File: config.mk
export PLATFORM = sky130hd
export DESIGN_NAME = signed_radix_digit_emitter
export DESIGN_NICKNAME = d
export VERILOG_FILES = /design/src/hw/rtl/rde_pkg.sv /design/src/hw/rtl/rde_alpha_check.sv /design/src/hw/rtl/rde_div_unit.sv /design/src/hw/rtl/signed_radix_digit_emitter.sv
export SDC_FILE = /design/constraint.sdc
export NUM_CORES = 1
export LEC_CHECK = 0
export BUFFER_PORTS_ARGS = -buffer_cell sky130_fd_sc_hd__buf_2
export CAP_MARGIN = 20
export CORE_ASPECT_RATIO = 1.75
export CORE_MARGIN = 2
export CORE_UTILIZATION = 25
export DETAILED_ROUTE_END_ITERATION = 16
export PLACE_DENSITY = 0.43
export SETUP_SLACK_MARGIN = 0.2
export SLEW_MARGIN = 10
export SYNTH_ARGS = -nofsm -noshare
export SYNTH_HDL_FRONTEND = slang
export SYNTH_SLANG_ARGS = --single-unit
export TNS_END_PERCENT = 1
File: constraint.sdc
create_clock -name clk -period 14.55 [get_ports clk]
set_input_delay 0.7275 -clock clk [delete_from_list [all_inputs] [get_ports clk]]
set_output_delay 0.7275 -clock clk [all_outputs]
set_load 0.01 [all_outputs]
File: src/hw/rtl/rde_pkg.sv
// Shared package for the signed radix digit emitter.
// Holds widths, register indexes, character codes, handshake structs and symbol helpers.
// No dependencies.
package rde_pkg;

    // Sizes
    localparam int MAX_RADIX   = 16;
    localparam int SYM_W       = 8;
    localparam int SYM_COUNT   = 16;
    localparam int SYMS_W      = SYM_W * SYM_COUNT;
    localparam int SYM_IDX_W   = $clog2(SYM_COUNT);
    localparam int RADIX_W     = 5;
    localparam int VALUE_W     = 32;
    localparam int DIGIT_W     = 4;
    localparam int DIGIT_DEPTH = 32;
    localparam int STACK_W     = DIGIT_W * DIGIT_DEPTH;
    localparam int CNT_W       = $clog2(DIGIT_DEPTH + 1);
    localparam int CFG_DATA_W  = 64;
    localparam int CFG_IDX_W   = 2;

    // Divider: quotient bits resolved per cycle and passes per digit
    localparam int DIV_STEPS   = 8;
    localparam int DIV_PASSES  = VALUE_W / DIV_STEPS;
    localparam int DIV_PASS_W  = $clog2(DIV_PASSES);

    // Configuration register indexes
    localparam logic [CFG_IDX_W-1:0] REG_RADIX        = 2'd0;
    localparam logic [CFG_IDX_W-1:0] REG_SYMBOLS_LOW  = 2'd1;
    localparam logic [CFG_IDX_W-1:0] REG_SYMBOLS_HIGH = 2'd2;

    // Character codes
    localparam logic [SYM_W-1:0] CHAR_NUL   = 8'h00;
    localparam logic [SYM_W-1:0] CHAR_TAB   = 8'h09;
    localparam logic [SYM_W-1:0] CHAR_LF    = 8'h0A;
    localparam logic [SYM_W-1:0] CHAR_VT    = 8'h0B;
    localparam logic [SYM_W-1:0] CHAR_FF    = 8'h0C;
    localparam logic [SYM_W-1:0] CHAR_CR    = 8'h0D;
    localparam logic [SYM_W-1:0] CHAR_SPACE = 8'h20;
    localparam logic [SYM_W-1:0] CHAR_PLUS  = 8'h2B;
    localparam logic [SYM_W-1:0] CHAR_MINUS = 8'h2D;

    // Alphabet check handshake
    typedef struct packed {
        logic start;
    } chk_req_t;

    typedef struct packed {
        logic done;
        logic ok;
    } chk_rsp_t;

    // Digit divider handshake
    typedef struct packed {
        logic               start;
        logic [VALUE_W-1:0] dividend;
        logic [RADIX_W-1:0] divisor;
    } div_req_t;

    typedef struct packed {
        logic               done;
        logic [VALUE_W-1:0] quotient;
        logic [DIGIT_W-1:0] remainder;
    } div_rsp_t;

    // Symbol k of the packed alphabet
    function automatic logic [SYM_W-1:0] sym_at(input logic [SYMS_W-1:0] syms,
                                                input logic [SYM_IDX_W-1:0] idx);
        return syms[{idx, 3'b000} +: SYM_W];
    endfunction

    // Whitespace, sign characters and NUL cannot be digits
    function automatic logic sym_forbidden(input logic [SYM_W-1:0] c);
        return (c == CHAR_NUL) || (c == CHAR_SPACE) || (c == CHAR_LF) ||
               (c == CHAR_TAB) || (c == CHAR_VT) || (c == CHAR_FF) ||
               (c == CHAR_CR) || (c == CHAR_PLUS) || (c == CHAR_MINUS);
    endfunction

endpackage

File: src/hw/rtl/rde_alpha_check.sv
// Alphabet validity checker: walks the used symbols one per cycle.
// Each cycle tests one symbol for forbidden codes and duplicates among later symbols.
// Depends on rde_pkg.
module rde_alpha_check
(
    input  logic                          clk,
    input  logic                          rst_n,
    input  rde_pkg::chk_req_t             req,
    input  logic [rde_pkg::RADIX_W-1:0]   radix,
    input  logic [rde_pkg::SYMS_W-1:0]    symbols,
    output rde_pkg::chk_rsp_t             rsp
);

    logic                            busy_reg,  busy_next;
    logic                            done_reg,  done_next;
    logic                            ok_reg,    ok_next;
    logic [rde_pkg::SYM_IDX_W-1:0]   idx_reg,   idx_next;

    logic [rde_pkg::SYM_W-1:0]       cur_sym;
    logic                            dup;
    logic                            bad;
    logic                            last_idx;
    logic                            radix_ok;

    // Symbol under test and its duplicate search over later positions
    always_comb
    begin
        cur_sym = rde_pkg::sym_at(symbols, idx_reg);
        dup     = 1'b0;
        for (int j = 0; j < rde_pkg::SYM_COUNT; j++)
        begin
            if ((rde_pkg::SYM_IDX_W'(j) > idx_reg) &&
                (rde_pkg::RADIX_W'(j) < radix) &&
                (rde_pkg::sym_at(symbols, rde_pkg::SYM_IDX_W'(j)) == cur_sym))
            begin
                dup = 1'b1;
            end
        end
        bad      = dup || rde_pkg::sym_forbidden(cur_sym);
        last_idx = ({1'b0, idx_reg} == (radix - rde_pkg::RADIX_W'(1)));
        radix_ok = (radix >= rde_pkg::RADIX_W'(2)) &&
                   (radix <= rde_pkg::RADIX_W'(rde_pkg::MAX_RADIX));
    end

    // Sequencer
    always_comb
    begin
        busy_next = busy_reg;
        idx_next  = idx_reg;
        ok_next   = ok_reg;
        done_next = 1'b0;
        if (req.start)
        begin
            idx_next = '0;
            if (radix_ok)
            begin
                busy_next = 1'b1;
            end
            else
            begin
                busy_next = 1'b0;
                done_next = 1'b1;
                ok_next   = 1'b0;
            end
        end
        else if (busy_reg)
        begin
            if (bad || last_idx)
            begin
                busy_next = 1'b0;
                done_next = 1'b1;
                ok_next   = !bad;
            end
            else
            begin
                idx_next = idx_reg + rde_pkg::SYM_IDX_W'(1);
            end
        end
    end

    always_ff @(posedge clk or negedge rst_n)
    begin
        if (!rst_n)
        begin
            busy_reg <= 1'b0;
            done_reg <= 1'b0;
        end
        else
        begin
            busy_reg <= busy_next;
            done_reg <= done_next;
        end
    end

    always_ff @(posedge clk)
    begin
        idx_reg <= idx_next;
        ok_reg  <= ok_next;
    end

    assign rsp.done = done_reg;
    assign rsp.ok   = ok_reg;

endmodule

File: src/hw/rtl/rde_div_unit.sv
// Iterative divider by a small radix: restoring division, several quotient bits per cycle.
// Gives quotient and remainder (one digit) once the last pass is done.
// Depends on rde_pkg.
module rde_div_unit
(
    input  logic               clk,
    input  logic               rst_n,
    input  rde_pkg::div_req_t  req,
    output rde_pkg::div_rsp_t  rsp
);

    logic                             busy_reg, busy_next;
    logic                             done_reg, done_next;
    logic [rde_pkg::DIV_PASS_W-1:0]   pass_reg, pass_next;
    logic [rde_pkg::VALUE_W-1:0]      q_reg,    q_next;
    logic [rde_pkg::DIGIT_W-1:0]      r_reg,    r_next;
    logic [rde_pkg::RADIX_W-1:0]      dvs_reg,  dvs_next;

    logic [rde_pkg::VALUE_W-1:0]      q_step;
    logic [rde_pkg::DIGIT_W-1:0]      r_step;

    // One pass: DIV_STEPS restoring steps on the narrow remainder
    always_comb
    begin
        logic [rde_pkg::DIGIT_W:0] t;
        q_step = q_reg;
        r_step = r_reg;
        for (int k = 0; k < rde_pkg::DIV_STEPS; k++)
        begin
            t = {r_step, q_step[rde_pkg::VALUE_W-1]};
            q_step = {q_step[rde_pkg::VALUE_W-2:0], 1'b0};
            if (t >= dvs_reg)
            begin
                t = t - dvs_reg;
                q_step[0] = 1'b1;
            end
            r_step = t[rde_pkg::DIGIT_W-1:0];
        end
    end

    // Pass counter and operand registers
    always_comb
    begin
        busy_next = busy_reg;
        pass_next = pass_reg;
        q_next    = q_reg;
        r_next    = r_reg;
        dvs_next  = dvs_reg;
        done_next = 1'b0;
        if (req.start)
        begin
            busy_next = 1'b1;
            pass_next = '0;
            q_next    = req.dividend;
            r_next    = '0;
            dvs_next  = req.divisor;
        end
        else if (busy_reg)
        begin
            q_next    = q_step;
            r_next    = r_step;
            pass_next = pass_reg + rde_pkg::DIV_PASS_W'(1);
            if (pass_reg == rde_pkg::DIV_PASS_W'(rde_pkg::DIV_PASSES - 1))
            begin
                busy_next = 1'b0;
                done_next = 1'b1;
            end
        end
    end

    always_ff @(posedge clk or negedge rst_n)
    begin
        if (!rst_n)
        begin
            busy_reg <= 1'b0;
            done_reg <= 1'b0;
            pass_reg <= '0;
        end
        else
        begin
            busy_reg <= busy_next;
            done_reg <= done_next;
            pass_reg <= pass_next;
        end
    end

    always_ff @(posedge clk)
    begin
        q_reg   <= q_next;
        r_reg   <= r_next;
        dvs_reg <= dvs_next;
    end

    assign rsp.done      = done_reg;
    assign rsp.quotient  = q_reg;
    assign rsp.remainder = r_reg;

endmodule

File: src/hw/rtl/signed_radix_digit_emitter.sv
// Signed radix digit emitter, top level. Takes one signed 32-bit value per item and emits
// its text in the configured radix and alphabet, one character per output item, with last
// set on the final character; a negative value starts with '-'. An invalid alphabet (radix
// below 2 or above 16, a whitespace, '+', '-' or NUL symbol, or a repeated symbol among
// those in use) gives no output for the item. One item at a time: the alphabet is checked
// at one symbol per cycle, then each digit goes through the shared divider (a load, then
// four passes that each resolve eight quotient bits), and then the sign and the digit
// characters go out as the output takes them. in_ready is high whenever no item is in
// progress, even while the final character still waits on the output.
// Depends on rde_pkg, rde_alpha_check and rde_div_unit.
module signed_radix_digit_emitter
(
    input  logic                               clk,
    input  logic                               rst_n,
    // configuration write port
    input  logic                               cfg_we,
    input  logic [rde_pkg::CFG_IDX_W-1:0]      cfg_index,
    input  logic [rde_pkg::CFG_DATA_W-1:0]     cfg_data,
    // input items
    input  logic                               in_valid,
    output logic                               in_ready,
    input  logic signed [rde_pkg::VALUE_W-1:0] value,
    // output items
    output logic                               out_valid,
    input  logic                               out_ready,
    output logic [rde_pkg::SYM_W-1:0]          character,
    output logic                               last
);

    typedef enum logic [4:0]
    {
        S_IDLE  = 5'b00001,
        S_CHECK = 5'b00010,
        S_DIV   = 5'b00100,
        S_SIGN  = 5'b01000,
        S_EMIT  = 5'b10000
    } state_t;

    // Configuration
    logic [rde_pkg::RADIX_W-1:0]      radix_reg;
    logic [rde_pkg::CFG_DATA_W-1:0]   sym_low_reg;
    logic [rde_pkg::CFG_DATA_W-1:0]   sym_high_reg;
    logic [rde_pkg::SYMS_W-1:0]       symbols;

    // Sequencer and item state
    state_t                           state_reg,   state_next;
    logic                             neg_reg,     neg_next;
    logic [rde_pkg::VALUE_W-1:0]      mag_reg,     mag_next;
    logic [rde_pkg::CNT_W-1:0]        cnt_reg,     cnt_next;
    logic [rde_pkg::STACK_W-1:0]      stack_reg,   stack_next;

    // Output register
    logic                             ovalid_reg,  ovalid_next;
    logic [rde_pkg::SYM_W-1:0]        char_reg,    char_next;
    logic                             last_reg,    last_next;

    rde_pkg::chk_req_t                chk_req;
    rde_pkg::chk_rsp_t                chk_rsp;
    rde_pkg::div_req_t                div_req;
    rde_pkg::div_rsp_t                div_rsp;

    logic                             out_free;
    logic [rde_pkg::VALUE_W-1:0]      value_u;

    assign symbols = {sym_high_reg, sym_low_reg};
    assign value_u = value;

    // Configuration registers
    always_ff @(posedge clk or negedge rst_n)
    begin
        if (!rst_n)
        begin
            radix_reg    <= '0;
            sym_low_reg  <= '0;
            sym_high_reg <= '0;
        end
        else if (cfg_we)
        begin
            case (cfg_index)
                rde_pkg::REG_RADIX:        radix_reg    <= cfg_data[rde_pkg::RADIX_W-1:0];
                rde_pkg::REG_SYMBOLS_LOW:  sym_low_reg  <= cfg_data;
                rde_pkg::REG_SYMBOLS_HIGH: sym_high_reg <= cfg_data;
                default:                   ;
            endcase
        end
    end

    rde_alpha_check u_check
    (
        .clk     (clk),
        .rst_n   (rst_n),
        .req     (chk_req),
        .radix   (radix_reg),
        .symbols (symbols),
        .rsp     (chk_rsp)
    );

    rde_div_unit u_div
    (
        .clk   (clk),
        .rst_n (rst_n),
        .req   (div_req),
        .rsp   (div_rsp)
    );

    assign out_free = !ovalid_reg || out_ready;
    assign in_ready = (state_reg == S_IDLE);

    // Sequencer: check, divide digits into the stack, then emit sign and digits
    always_comb
    begin
        state_next       = state_reg;
        neg_next         = neg_reg;
        mag_next         = mag_reg;
        cnt_next         = cnt_reg;
        stack_next       = stack_reg;
        ovalid_next      = ovalid_reg;
        char_next        = char_reg;
        last_next        = last_reg;
        chk_req.start    = 1'b0;
        div_req.start    = 1'b0;
        div_req.dividend = mag_reg;
        div_req.divisor  = radix_reg;

        if (ovalid_reg && out_ready)
        begin
            ovalid_next = 1'b0;
        end

        case (state_reg)
            S_IDLE:
            begin
                if (in_valid)
                begin
                    neg_next      = value_u[rde_pkg::VALUE_W-1];
                    mag_next      = value_u[rde_pkg::VALUE_W-1] ?
                                    (rde_pkg::VALUE_W'(0) - value_u) : value_u;
                    cnt_next      = '0;
                    chk_req.start = 1'b1;
                    state_next    = S_CHECK;
                end
            end
            S_CHECK:
            begin
                if (chk_rsp.done)
                begin
                    if (chk_rsp.ok)
                    begin
                        div_req.start = 1'b1;
                        state_next    = S_DIV;
                    end
                    else
                    begin
                        state_next = S_IDLE;
                    end
                end
            end
            S_DIV:
            begin
                if (div_rsp.done)
                begin
                    // newest digit (most significant so far) sits at the bottom
                    stack_next = {stack_reg[rde_pkg::STACK_W-rde_pkg::DIGIT_W-1:0],
                                  div_rsp.remainder};
                    cnt_next   = cnt_reg + rde_pkg::CNT_W'(1);
                    mag_next   = div_rsp.quotient;
                    if ((div_rsp.quotient != '0) &&
                        (cnt_reg < rde_pkg::CNT_W'(rde_pkg::DIGIT_DEPTH - 1)))
                    begin
                        div_req.start    = 1'b1;
                        div_req.dividend = div_rsp.quotient;
                    end
                    else
                    begin
                        state_next = neg_reg ? S_SIGN : S_EMIT;
                    end
                end
            end
            S_SIGN:
            begin
                if (out_free)
                begin
                    ovalid_next = 1'b1;
                    char_next   = rde_pkg::CHAR_MINUS;
                    last_next   = 1'b0;
                    state_next  = S_EMIT;
                end
            end
            S_EMIT:
            begin
                if (out_free)
                begin
                    ovalid_next = 1'b1;
                    char_next   = rde_pkg::sym_at(symbols, stack_reg[rde_pkg::DIGIT_W-1:0]);
                    last_next   = (cnt_reg == rde_pkg::CNT_W'(1));
                    stack_next  = stack_reg >> rde_pkg::DIGIT_W;
                    cnt_next    = cnt_reg - rde_pkg::CNT_W'(1);
                    if (cnt_reg == rde_pkg::CNT_W'(1))
                    begin
                        state_next = S_IDLE;
                    end
                end
            end
            default:
            begin
                state_next = S_IDLE;
            end
        endcase
    end

    // Control registers
    always_ff @(posedge clk or negedge rst_n)
    begin
        if (!rst_n)
        begin
            state_reg  <= S_IDLE;
            ovalid_reg <= 1'b0;
            cnt_reg    <= '0;
        end
        else
        begin
            state_reg  <= state_next;
            ovalid_reg <= ovalid_next;
            cnt_reg    <= cnt_next;
        end
    end

    // Payload registers
    always_ff @(posedge clk)
    begin
        neg_reg   <= neg_next;
        mag_reg   <= mag_next;
        stack_reg <= stack_next;
        char_reg  <= char_next;
        last_reg  <= last_next;
    end

    assign out_valid = ovalid_reg;
    assign character = char_reg;
    assign last      = last_reg;

endmodule

# ---- Word level (Yosys, flattened, before mapping)
# Index checks and enable logic that the tools add are counted.
dict set report classes {
  add_sub_neg 14
  magnitude_cmp 43
  eq_ne 43
  n_shift 2
  mux 92
  n_bitwise 1
  reduce_logical 71
}
# operator count
set op_table {}
lappend op_table {{$mux 128} 2}
lappend op_table {{$pmux 128 s2} 1}
lappend op_table {{$shiftx 128x8->8} 2}
lappend op_table {{$mux 32} 6}
lappend op_table {{$eq 8x8->1} 16}
lappend op_table {{$mux 33} 2}
lappend op_table {{$pmux 32 s2} 1}
lappend op_table {{$mux 1} 51}
lappend op_table {{$eq 8x4->1 const B} 5}
lappend op_table {{$ge 5x5->1} 8}
lappend op_table {{$lt 4x5->1 const A} 8}
lappend op_table {{$mux 5} 8}
lappend op_table {{$logic_and 1x1->1} 35}
lappend op_table {{$gt 4x4->1 const A} 8}
lappend op_table {{$mux 4} 8}
lappend op_table {{$reduce_bool 32->1} 1}
lappend op_table {{$sub 1x32->32 const A} 1}
lappend op_table {{$sub 4x4->4} 8}
lappend op_table {{$pmux 5 s5} 1}
lappend op_table {{$eq 8x6->1 const B} 3}
lappend op_table {{$lt 3x5->1 const A} 4}
lappend op_table {{$mux 6} 3}
lappend op_table {{$pmux 6 s3} 1}
lappend op_table {{$gt 3x4->1 const A} 4}
lappend op_table {{other kinds (41)} 79}
dict set report totals {
  register_bits 367
  inputBits 103
  out_inout_bits 11
  wordCells 287
}

# ---- Logic depth before layout (Yosys ltp)
# Gate-level depths: netlist of run 1.
dict set report depth {
  ltp_word 24
  ltp_mapped 75
  ltp_nobuf 72
}

# ---- Modules after synthesis
# From an unflattened synthesis of run 1, not the netlist that was laid out.
dict set report hier_totals {
  cells_unflattened 2217
  area_unflattened_um2 23591.4
}
# module instances cells_each area_each_um2 seq_area_each_um2
set modules_own_cells {}
lappend modules_own_cells {signed_radix_digit_emitter 1 1229 14853.0 8734.6}
lappend modules_own_cells {rde_alpha_check 1 649 4989.8 160.2}
lappend modules_own_cells {rde_div_unit 1 339 3748.6 1291.2}

# ---- Worst setup path after synthesis of run 1
# Ideal clock, no wire load.
dict set report synth_path {
  path_kind {flip-flop to flip-flop}
  startpoint {reg u_div.dvs_reg[1] (netlist bit)}
  endpoint {reg u_div.r_reg[2] (netlist bit)}
  setup_time_ns 0.115
  t_arrival_ns 12.066
  required_time_ns 14.435
  setup_slack_ns 2.369
  stages_incl_launch_ff 73
  path_buffers 3
  period_less_slack_ns 12.181
  path_cell_list {edfxtp_1 > inv_1 > ha_1 > a21o_1 > a21o_1 > o21a_1 > o21ai_0 > nand2b_1 > clkbuf_1 > mux2_2 > inv_1 > ha_1 > nor2b_1 > o21ai_0 > nand2b_1 > o21a_1 > o21ai_0 > nand2b_1 > [... 37 more ...] > inv_1 > ha_1 > nor2b_1 > o21ai_0 > nand2b_1 > a31o_2 > a21o_1 > a21o_1 > a21oi_1 > ha_1 > o21ai_0 > a21boi_0 > o21ai_0 > nand2b_1 > a21o_1 > o21ai_0 > o21ai_0 > and2_1}
}
dict set report synth_via {
  elab_chain_len 16
  elab_cells_between_ends 24
  classes_between {add/sub: 8; order compare: 8; mux: 8}
}
# element line
set synth_lines {}
lappend synth_lines {{start, declared} rde_div_unit.sv:17} ;# logic [rde_pkg::RADIX_W-1:0] dvs_reg, dvs_next;
lappend synth_lines {{start signal, assigned} rde_div_unit.sv:91} ;# dvs_reg <= dvs_next;
lappend synth_lines {{$sub 4x4->4 or $ge 5x5->1 (tied branches)} {rde_div_unit.sv:34, rde_div_unit.sv:32}}
lappend synth_lines {{$mux 4} rde_div_unit.sv:32} ;# if (t >= dvs_reg)
lappend synth_lines {{$sub 4x4->4 or $ge 5x5->1 (tied branches)} {rde_div_unit.sv:34, rde_div_unit.sv:32}}
lappend synth_lines {{$mux 4} rde_div_unit.sv:32}
lappend synth_lines {{$sub 4x4->4 or $ge 5x5->1 (tied branches)} {rde_div_unit.sv:34, rde_div_unit.sv:32}}
lappend synth_lines {{$mux 4} rde_div_unit.sv:32}
lappend synth_lines {{$ge 5x5->1 or $sub 4x4->4 (tied branches)} {rde_div_unit.sv:32, rde_div_unit.sv:34}}
lappend synth_lines {{$mux 4} rde_div_unit.sv:32}
lappend synth_lines {{$sub 4x4->4 or $ge 5x5->1 (tied branches)} {rde_div_unit.sv:34, rde_div_unit.sv:32}}
lappend synth_lines {{$mux 4} rde_div_unit.sv:32}
lappend synth_lines {{$sub 4x4->4 or $ge 5x5->1 (tied branches)} {rde_div_unit.sv:34, rde_div_unit.sv:32}}
lappend synth_lines {{$mux 4} rde_div_unit.sv:32}
lappend synth_lines {{$ge 5x5->1 or $sub 4x4->4 (tied branches)} {rde_div_unit.sv:32, rde_div_unit.sv:34}}
lappend synth_lines {{$mux 4} rde_div_unit.sv:32}
lappend synth_lines {{$sub 4x4->4 or $ge 5x5->1 (tied branches)} {rde_div_unit.sv:34, rde_div_unit.sv:32}}
lappend synth_lines {{$mux 4 *} rde_div_unit.sv:32}
lappend synth_lines {{end signal, assigned} rde_div_unit.sv:90} ;# r_reg <= r_next;
lappend synth_lines {{end, declared} rde_div_unit.sv:16} ;# logic [rde_pkg::DIGIT_W-1:0] r_reg, r_next;
# Every way passes the cells marked *; elsewhere a longest branch is shown, timed or not.
# A chain may end at the register's enable or synchronous reset.

# ---- Final worst setup path of run 1
dict set report layout_path {
  startpoint {reg u_div.q_reg[31] (netlist bit)}
  endpoint {reg u_div.r_reg[2] (netlist bit)}
}
dict set report layout_via {
  elab_chain_len 16
  elab_cells_between_ends 29
  classes_between {add/sub: 8; order compare: 8; mux: 11; reduce/logical: 2}
}
# element line
set layout_lines {}
lappend layout_lines {{start, declared} rde_div_unit.sv:15} ;# logic [rde_pkg::VALUE_W-1:0] q_reg, q_next;
lappend layout_lines {{start signal, assigned} rde_div_unit.sv:89} ;# q_reg <= q_next;
lappend layout_lines {{$sub 4x4->4 or $ge 5x5->1 (tied branches)} {rde_div_unit.sv:34, rde_div_unit.sv:32}}
lappend layout_lines {{$mux 4} rde_div_unit.sv:32}
lappend layout_lines {{$sub 4x4->4 or $ge 5x5->1 (tied branches)} {rde_div_unit.sv:34, rde_div_unit.sv:32}}
lappend layout_lines {{$mux 4} rde_div_unit.sv:32}
lappend layout_lines {{$sub 4x4->4 or $ge 5x5->1 (tied branches)} {rde_div_unit.sv:34, rde_div_unit.sv:32}}
lappend layout_lines {{$mux 4} rde_div_unit.sv:32}
lappend layout_lines {{$sub 4x4->4 or $ge 5x5->1 (tied branches)} {rde_div_unit.sv:34, rde_div_unit.sv:32}}
lappend layout_lines {{$mux 4} rde_div_unit.sv:32}
lappend layout_lines {{$ge 5x5->1 or $sub 4x4->4 (tied branches)} {rde_div_unit.sv:32, rde_div_unit.sv:34}}
lappend layout_lines {{$mux 4} rde_div_unit.sv:32}
lappend layout_lines {{$sub 4x4->4 or $ge 5x5->1 (tied branches)} {rde_div_unit.sv:34, rde_div_unit.sv:32}}
lappend layout_lines {{$mux 4} rde_div_unit.sv:32}
lappend layout_lines {{$ge 5x5->1 or $sub 4x4->4 (tied branches)} {rde_div_unit.sv:32, rde_div_unit.sv:34}}
lappend layout_lines {{$mux 4} rde_div_unit.sv:32}
lappend layout_lines {{$sub 4x4->4 or $ge 5x5->1 (tied branches)} {rde_div_unit.sv:34, rde_div_unit.sv:32}}
lappend layout_lines {{$mux 4} rde_div_unit.sv:32}
# Several ways; a longest one is shown, not always the timed one. The select of a mux whose other input is x is not followed.

==> reports/metrics.cfg, run 1 <==
[setup_path]
crit_required_ns=15.03
cp_max_fo=8
timing.rr.start=u_div.q_reg[31]
criticalPathCategory=flip-flop to flip-flop
cp_slowest_cell=edfxtp_1
worstSetupEndpointType=flip-flop
crit_end=u_div.r_reg[2]
reg2reg_slack_ns=1.49
critPathArrivalTime_ns=13.54
rr_endpoint=u_div.r_reg[2]
r2r_cells=70
critPathBufInv=8
crit_top_cell=o21ai_0
max_stage_delay_ns=0.41
start_kind=flip-flop
path_depth=70
path_delay_family=compound AO/OA/AOI/OAI gates
critPathLaunch=u_div.q_reg[31]

[power]
ir_worst_vdd_mv=0.2884
power_leakage_uw=0.01010
p_per_area_mw_per_mm2=267.7

[hold_path]
hold_path_class=input port to flip-flop

[final_layout]
nets=2433
final_area_mm2=0.02586
fin_cells=3487
antennaDiodeCount=0
drive_gt1_share_pct=19.37
most-common-layout-cells=528 x nand2_1, 208 x edfxtp_1, 152 x mux2_2, 150 x dfrtp_1, 112 x buf_2
final_core_util_pct=28.65
final_common_cell=nand2_1
largest_reg_flops=128
synthToLayoutAreaGrowth_pct=13.88

[floorplan]
io_pins=114
dieWidth_um=231.8
start_util_pct=25.16
fp.coreArea_mm2=0.09024
die_area_mm2=0.09335
die_h_um=402.7
rows=146

[placed_design]
globalplace.congestion=1.004
numPortBuffers=113
hpwl_mm=59.89
dp_cells=3411
post_dp_cell_area_mm2=0.02448

[cts]
cts-root-buf=clkbuf_16
cts.clk_slew.worst_paths_ns=0.06
cts_buffers=40
clk_latency_ns=0.59
cts_num_sinks=367
cts_tree=built
clk_path_buf_depth=3
cts-htree-levels=2

[sta]
clock_skew_ns=0.01692
final_min_period_over_clock_period_pct=89.76
maxSlewViolCount=0
worst_pin_slew_ns=1.109
tns_ns=0
finalHoldViolations=0
slew_headroom_pct=24.13
fmax_mhz=76.57
rsz0062_at_grt=no
fin_crit_ns=13.06
setup_viol=0

[logic_synthesis]
yosysTopAreaCell=edfxtp_1
synth_flop_cell=edfxtp_1
ys_seq_area_share_pct=44.86
avgSynthCellArea_um2=10.30
yosysWarningCount=0
synthDistinctLibCells=86
synth.area.top_cells=edfxtp_1 28%, dfrtp_1 17%, nand2_1 8.7%, mux2_2 7.5%, mux4_2 4.4%
yosysTopAreaCellShare_pct=27.51
ys_seq_elements=367
synth_edf_count=208
postSynth.asyncResetShare_pct=41.14
syn_inst=2205
synth_nets=2366
syn_area_mm2=0.02271

[routing]
drc_errors=0
drt-pass1-iter-count=5
avgViaCountPerCell=5.019
ant_nets=0
drt-total-wl_mm=79.97
wl_per_cell_um=22.93
via_count=17501
drt-initial-drc-count=1019

[flow_run]
maxCapViolCount=0

[global_routing]
antenna_found_initial=1
grt_pass1_vias=17842
grt_pass1_wl_mm=118.6
grt.total_usage_pct=17.03
grt_max_degree=104
overflow=0

[outcome]
outcome=finished clean

## routing by layer
layer	global-route usage, %	wire length [um]	vias to the layer above
met4	10.28	5304	0
met5	0	0	-
met1	18.54	29960	8789
met2	31.35	42250	436
li1	-	-	8118
met3	1.796	2457	158
## area by class of cell
| type | instances | area [um2] |
|---|---|---|
| multi-input cells | 1670 | 11820 |
| clock inverters | 26 | 297.8 |
| inverters | 44 | 165.2 |
| repair buffers | 149 | 864.6 |
| flip-flops and latches | 367 | 10190 |
| clock buffers | 47 | 1037 |
| well taps | 1184 | 1481 |
| fillers | 9568 | 64380 |
## through the flow
stage | worst slack (ns) | hold WS, ns | power (uW)
finish | 1.490 | 0.3745 | 6923
global route | 0.2697 | 0.3521 | 7493
CTS | 1.052 | 0.3248 | 7049
detailed placement | 1.103 | 0.4994 | 5942
global placement | 1.092 | 0.4979 | 5939
floorplan | 2.369 | 0.4319 | 4640
## worst reg2reg max path, delay by kind of cell, from the launching register on
| kind | cells | cell delay, ns |
|---|---|---|
| simple gates | 18 | 2.45 |
| flops | 1 | 0.41 |
| fa+ha+maj | 8 | 1.82 |
| compound gates | 30 | 5.56 |
| mux | 6 | 2.15 |
| buf+inv | 8 | 0.60 |
## Yosys cell counts (6+ instances only)
cell / number
a31oi_1: 6
and3_1: 13
nor3_1: 40
edfxtp_1: 208
o41ai_1: 9
a2111oi_0: 6
nand2_1: 528
o2111ai_1: 10
or4_1: 21
fa_1: 8
clkbuf_1: 84
a22oi_1: 18
a21o_1: 14
o31ai_1: 12
dfxtp_1: 8
o21ai_1: 6
xnor2_1: 86
mux4_2: 44
dfrtp_1: 150
nor2b_1: 13
nor2_1: 46
mux2_2: 152
buf_6: 8
o22ai_1: 8
buf_2: 9
nor4_1: 21
inv_1: 42
xor2_1: 67
nand3b_1: 6
nand4_1: 18
buf_1: 16
o21a_1: 7
nand3_1: 61
a22o_1: 26
a21boi_0: 9
and2_1: 14
nand4b_1: 6
a21oi_1: 47
ha_1: 50
or3_1: 24
mux2i_1: 73
nand2b_1: 25
o21ai_0: 90
o211ai_1: 14
a221oi_1: 6
## cells by family (layout without fill, tap and decap cells)
family / Yosys count / count (layout) / synth area share [%]
simple gates: 866 / 866 / 17.48
xor+xnor: 153 / 153 / 5.901
fa+ha+maj: 58 / 58 / 3.460
compound gates: 323 / 323 / 9.704
mux: 270 / 270 / 15.22
flops: 367 / 367 / 44.86
buf+inv: 168 / 266 / 3.372
## worst min-delay path by stage
stage                       startpoint               end  slack [ns]  cells past startpoint
final                     cfg_data[43]   sym_low_reg[43]        0.37                      2
after detailed placement    cnt_reg[5]        cnt_reg[5]        0.50                      1
after global routing      cfg_data[34]  sym_high_reg[34]        0.35                      2
after CTS                 cfg_data[43]   sym_low_reg[43]        0.32                      2
after floorplan                  rst_n        cnt_reg[0]        0.43                      0
after global placement      cnt_reg[5]        cnt_reg[5]        0.50                      1
## where the power goes
part / switching [uW] / leakage [uW] / internal (uW)
Combinational: 2460 / 0.00566 / 1740
Sequential: 250 / 0.00379 / 1410
Clock: 469 / 0.000647 / 593
## repair_timing
item,4_1_cts,5_1_grt
endpoints found under the setup margin,0,1
hold buffers,1,0
gates resized for setup,0,0
setup buffers,0,1
hold endpoints to repair,28,0
Note: power is estimated with default switching activity, not from simulation.
==> run 2: changes to the inputs <==
- CORE_UTILIZATION: 25 -> 50
- CTS_CLUSTER_DIAMETER: not set -> 80
- PLACE_DENSITY: 0.43 -> 0.71
==> run 2 against run 1 <==
Compared with the run above:
- power is 4.7% lower
- first-iteration DRC count increased by 58%
- clock power decreased by 14%
- maximum frequency rose by 0.13%
- wire length shrank 15%
- flip-flop and latch count did not move
- cell count fell by 18%
- critical path type unchanged
- highest routed layer is now met5
==> reports/metrics.cfg, run 2 (synthesized netlist as in run 1, its figures left out) <==
[cts]
clk_latency_ns=0.55  ; -0.04 ns
clk_path_buf_depth=3  ; unchanged
cts.clk_slew.worst_paths_ns=0.06  ; about the same
cts-htree-levels=2  ; unchanged
cts_num_sinks=367  ; unchanged
cts_tree=built
cts-root-buf=clkbuf_16
cts_buffers=36  ; -10%

[sta]
clock_skew_ns=0.01993  ; +0.003005 ns
tns_ns=0  ; unchanged
maxSlewViolCount=0  ; unchanged
setup_viol=0  ; unchanged
fin_crit_ns=13.04  ; -0.01703 ns
rsz0062_at_grt=no
slew_headroom_pct=26.22  ; +2.1 points
worst_pin_slew_ns=1.092  ; -0.01694 ns
fmax_mhz=76.67  ; +0.13%
finalHoldViolations=0  ; unchanged
final_min_period_over_clock_period_pct=89.65  ; -0.12 points

[hold_path]
hold_path_class=input port to asynchronous set/reset pin

[floorplan]
start_util_pct=50.49  ; +25 points
die_h_um=285.9  ; -29%
dieWidth_um=165.1  ; -29%
io_pins=114  ; unchanged
fp.coreArea_mm2=0.04498  ; -50%
die_area_mm2=0.04720  ; -49%
rows=103  ; -29%

[setup_path]
criticalPathCategory=flip-flop to flip-flop
crit_required_ns=14.99  ; -0.04 ns
start_kind=flip-flop
crit_top_cell=o21ai_0
cp_slowest_cell=edfxtp_1
max_stage_delay_ns=0.39  ; -0.02 ns
cp_max_fo=8  ; unchanged
critPathArrivalTime_ns=13.48  ; -0.06 ns
worstSetupEndpointType=flip-flop

[routing]
drt-pass1-iter-count=6  ; +1
drt-initial-drc-count=1614  ; +58%
via_count=17820  ; +1.8%
drc_errors=0  ; unchanged
avgViaCountPerCell=6.216  ; +24%
drt-total-wl_mm=67.99  ; -15%
ant_nets=0  ; unchanged
wl_per_cell_um=23.71  ; +3.4%

[global_routing]
grt_pass1_vias=18138  ; +1.7%
grt.total_usage_pct=29.10  ; +12 points
grt_max_degree=91  ; -13%
antenna_found_initial=1  ; unchanged
overflow=0  ; unchanged
grt_pass1_wl_mm=104.1  ; -12%

[final_layout]
final_common_cell=nand2_1
most-common-layout-cells=528 x nand2_1, 208 x edfxtp_1, 152 x mux2_2, 150 x dfrtp_1, 112 x buf_2
antennaDiodeCount=0  ; unchanged
nets=2424  ; -0.37%
drive_gt1_share_pct=18.86  ; -0.50 points
final_area_mm2=0.02485  ; -3.9%
synthToLayoutAreaGrowth_pct=9.417
largest_reg_flops=128  ; unchanged

[power]
power_uw=6596  ; -4.7%
power_leakage_uw=0.009987  ; -1.1%
p_per_area_mw_per_mm2=265.5  ; -0.85%
ir_worst_vdd_mv=0.4935  ; +71%

[placed_design]
post_dp_cell_area_mm2=0.02365  ; -3.4%
globalplace.congestion=1.049  ; +4.5%
hpwl_mm=49.98  ; -17%
numPortBuffers=113  ; unchanged

[flow_run]
maxCapViolCount=0  ; unchanged

[outcome]
outcome=finished clean

run 2: cell types whose count changed in the layout (fill, tap and decap cells not counted), moves of 2 or more:
cell	previous run	this run
clkbuf_8	1	6
inv_1	42	40
bufinv_16	4	0
clkbuf_16	40	36
clkinv_2	8	6
clkinv_4	2	0
buf_4	34	29
clkinvlp_4	3	1
run 2: layer usage:
layer	global-route usage (%)	wire, um	up-vias
met5	0	13	-
met4	22.72	6437	2
met3	3.639	3097	271
met2	51.56	35180	677
met1	30.72	23270	8766
li1	-	-	8104
run 2: per-stage QoR:
step                      cells  util (%)  hold slack, ns  setup slack [ns]
after floorplan            2205         -          0.4319             2.369
after global placement     2795     52.54          0.4863             1.216
after detailed placement   2796     52.59          0.4878            0.8910
after CTS                  2861     55.09          0.2769            0.8435
after global routing       2867     55.24          0.3079            0.2639
final                      2867     55.24          0.2418             1.507
run 2: area by class of cell:
| class | instances | area (um2) |
|---|---|---|
| clock inverter | 16 | 113.9 |
| tap | 577 | 721.9 |
| multi-input combinational | 1670 | 11800 |
| fill | 3936 | 20130 |
| sequential | 367 | 10190 |
| clock buffer | 49 | 1010 |
| timing repair buffer | 144 | 837.1 |
| inverter | 44 | 168.9 |
run 2: repair_timing:
item                                    4_1_cts  5_1_grt
buffers inserted                              0        5
hold buffers                                  0        0
endpoints found under the setup margin        0        5
resized for setup                             0        1
run 2: final timing paths:
path,cells past startpoint,startpoint,end,slack (ns)
max reg2reg,69,u_div.dvs_reg[1],u_div.r_reg[2],1.51
min reg2reg,1,cnt_reg[5],cnt_reg[5],0.50
min in group clk,2,in_valid,state_reg[0],0.38
min,1,rst_n,sym_high_reg[13],0.24
max,69,u_div.dvs_reg[1],u_div.r_reg[2],1.51
max in group asynchronous,2,rst_n,sym_low_reg[14],12.92
run 2: critical path, delay by kind of cell, from the launching register on:
family,cells,cell delay [ns]
flip-flops,1,0.39
buffers and inverters,7,0.57
AO/OA/AOI/OAI,30,5.40
multiplexers,6,2.11
AND/OR/NAND/NOR,18,2.45
adder cells (fa/ha/maj),8,2.00
run 2: power breakdown:
part	internal [uW]	switching [uW]
Clock	494	417
Combinational	1740	2290
Sequential	1400	258
==> run 3: changes to the inputs <==
- CORE_MARGIN: 2 -> not set
==> run 3 against run 2 <==
Compared with the run above:
- final area increased by 0.39%
- flip-flop and latch count unchanged
- wire length increased by 1.4%
- first-iteration DRC count decreased by 4.0%
- count of clock-buffer cells in the layout decreased by 5
- sequential share of layout area decreased by 0.16 points
- die area decreased by 1.9%
- worst hold slack improved by 0.0049 ns
- critical path depth unchanged
- power increased by 1.2%
- register-to-register slack improved by 0.07 ns
- critical path type unchanged
- largest cell class unchanged
- highest routed layer unchanged
==> reports/metrics.cfg, run 3 (synthesized netlist as in run 1, its figures left out) <==
[outcome]
outcome=finished clean

[sta]
fmax_mhz=77.09  ; +0.55%
final_min_period_over_clock_period_pct=89.16  ; -0.49 points
slew_headroom_pct=18.10  ; -8.1 points
tns_ns=0  ; unchanged
clock_skew_ns=0.02388  ; +0.003958 ns
maxSlewViolCount=0  ; unchanged
rsz0062_at_grt=no
fin_crit_ns=12.97  ; -0.07102 ns
worst_pin_slew_ns=1.213  ; +0.1203 ns
setup_viol=0  ; unchanged
finalHoldViolations=0  ; unchanged

[global_routing]
grt_pass1_wl_mm=105.4  ; +1.2%
overflow=0  ; unchanged
grt_pass1_vias=18126  ; -0.066%
grt.total_usage_pct=30.29  ; +1.2 points
antenna_found_initial=1  ; unchanged
grt_max_degree=91  ; unchanged

[cts]
clk_path_buf_depth=3  ; unchanged
cts_buffers=36  ; unchanged
cts-htree-levels=2  ; unchanged
cts_num_sinks=367  ; unchanged
cts-root-buf=clkbuf_16
cts.clk_slew.worst_paths_ns=0.06  ; about the same
cts_tree=built
clk_latency_ns=0.56  ; about the same

[floorplan]
die_area_mm2=0.04630  ; -1.9%
io_pins=114  ; unchanged
rows=103  ; unchanged
dieWidth_um=163.1  ; -1.2%
die_h_um=283.9  ; -0.70%
fp.coreArea_mm2=0.04498  ; unchanged
start_util_pct=50.49  ; unchanged

[routing]
drt-initial-drc-count=1549  ; -4.0%
drt-pass1-iter-count=8  ; +2
drt-total-wl_mm=68.93  ; +1.4%
drc_errors=0  ; unchanged
via_count=17714  ; -0.59%
ant_nets=0  ; unchanged
avgViaCountPerCell=6.176  ; -0.63%
wl_per_cell_um=24.03  ; +1.3%

[final_layout]
most-common-layout-cells=528 x nand2_1, 208 x edfxtp_1, 152 x mux2_2, 150 x dfrtp_1, 112 x buf_2
largest_reg_flops=128  ; unchanged
multiInputGateArea_mm2=0.01180  ; unchanged
synthToLayoutAreaGrowth_pct=9.847
nets=2424  ; unchanged
final_area_mm2=0.02494  ; +0.39%
final_core_util_pct=55.46  ; +0.22 points
drive_gt1_share_pct=18.90  ; +0.035 points
fill_cells=3951  ; +0.38%
seqCellArea_mm2=0.01019  ; unchanged
final_common_cell=nand2_1
antennaDiodeCount=0  ; unchanged

[flow_run]
maxCapViolCount=0  ; unchanged

[setup_path]
crit_required_ns=14.98  ; about the same
reg2reg_slack_ns=1.58  ; +0.07 ns
worstSetupEndpointType=flip-flop
criticalPathCategory=flip-flop to flip-flop
timing.rr.start=u_div.dvs_reg[1]
max_stage_delay_ns=0.44  ; +0.05 ns
r2r_cells=69  ; unchanged
critPathArrivalTime_ns=13.40  ; -0.08 ns
rr_endpoint=u_div.r_reg[2]
cp_slowest_cell=edfxtp_1
crit_top_cell=o21ai_0
critPathLaunch=u_div.dvs_reg[1]
start_kind=flip-flop
cp_max_fo=8  ; unchanged

[placed_design]
post_dp_cell_area_mm2=0.02364  ; about the same
numPortBuffers=113  ; unchanged
globalplace.congestion=1.004  ; -4.3%
hpwl_mm=50.66  ; +1.4%

[power]
power_uw=6672  ; +1.2%
ir_worst_vdd_mv=0.4511  ; -8.6%
power_leakage_uw=0.01002  ; +0.32%
p_per_area_mw_per_mm2=267.5  ; +0.76%

[hold_path]
hold_path_class=input port to asynchronous set/reset pin

==> run 3: timing repair <==
| action | in CTS | in global routing |
|---|---|---|
| gates resized for setup | 0 | 1 |
| buffers inserted | 0 | 6 |
| hold endpoints to repair | 0 | 0 |
| hold buffers | 0 | 0 |
| endpoints found under the setup margin | 0 | 5 |
==> run 3: critical path: cells and delay by family, from the launching register on <==
kind | cells | cell delay, ns
muxes | 6 | 2.09
and+or+nand+nor | 18 | 2.36
adders and majority gates | 8 | 2.00
AOI/OAI and AO/OA | 30 | 5.33
DFF | 1 | 0.44
buffers and inverters | 7 | 0.58
==> run 3: report_power, final <==
group	switching, uW	internal (uW)	total [uW]
combinational	2270	1730	4000
sequential	252	1400	1660
clock	431	578	1010
total	2960	3710	6670
==> run 3: metal layers <==
metal	share of wire [%]	wire, um	vias to the layer above	GRT usage, %
li1	-	-	8094	-
met1	35	23790	8678	32.18
met2	51	35270	662	52.56
met3	4.4	3060	278	3.654
met4	9.9	6798	2	25.91
met5	0.017	12	-	0
==> run 3: worst max-delay path by stage <==
stage                                end  slack (ns)  depth (start not counted)
after floorplan           u_div.r_reg[2]        2.37                         72
after global placement    u_div.r_reg[2]        1.14                         69
after detailed placement  u_div.r_reg[2]        0.96                         69
after CTS                 u_div.r_reg[2]        0.95                         69
after global routing      u_div.r_reg[2]        0.24                         69
final                     u_div.r_reg[2]        1.58                         69
==> run 3: layout make-up <==
class                           instances  area share [%]
Sequential cell                       367           40.86
Timing Repair Buffer                  144           3.210
Inverter                               44          0.6772
Tap cell                              577           2.894
Clock buffer                           44           3.772
Clock inverter                         22           1.269
Multi-Input combinational cell       1670           47.32
==> run 3: metrics by stage <==
step	hold WS, ns	setup WS, ns	cells
finish	0.2467	1.578	2868
global route	0.3077	0.2358	2868
CTS	0.2801	0.9460	2862
detailed placement	0.4888	0.9588	2796
global placement	0.4903	1.137	2795
floorplan	0.4319	2.369	2205
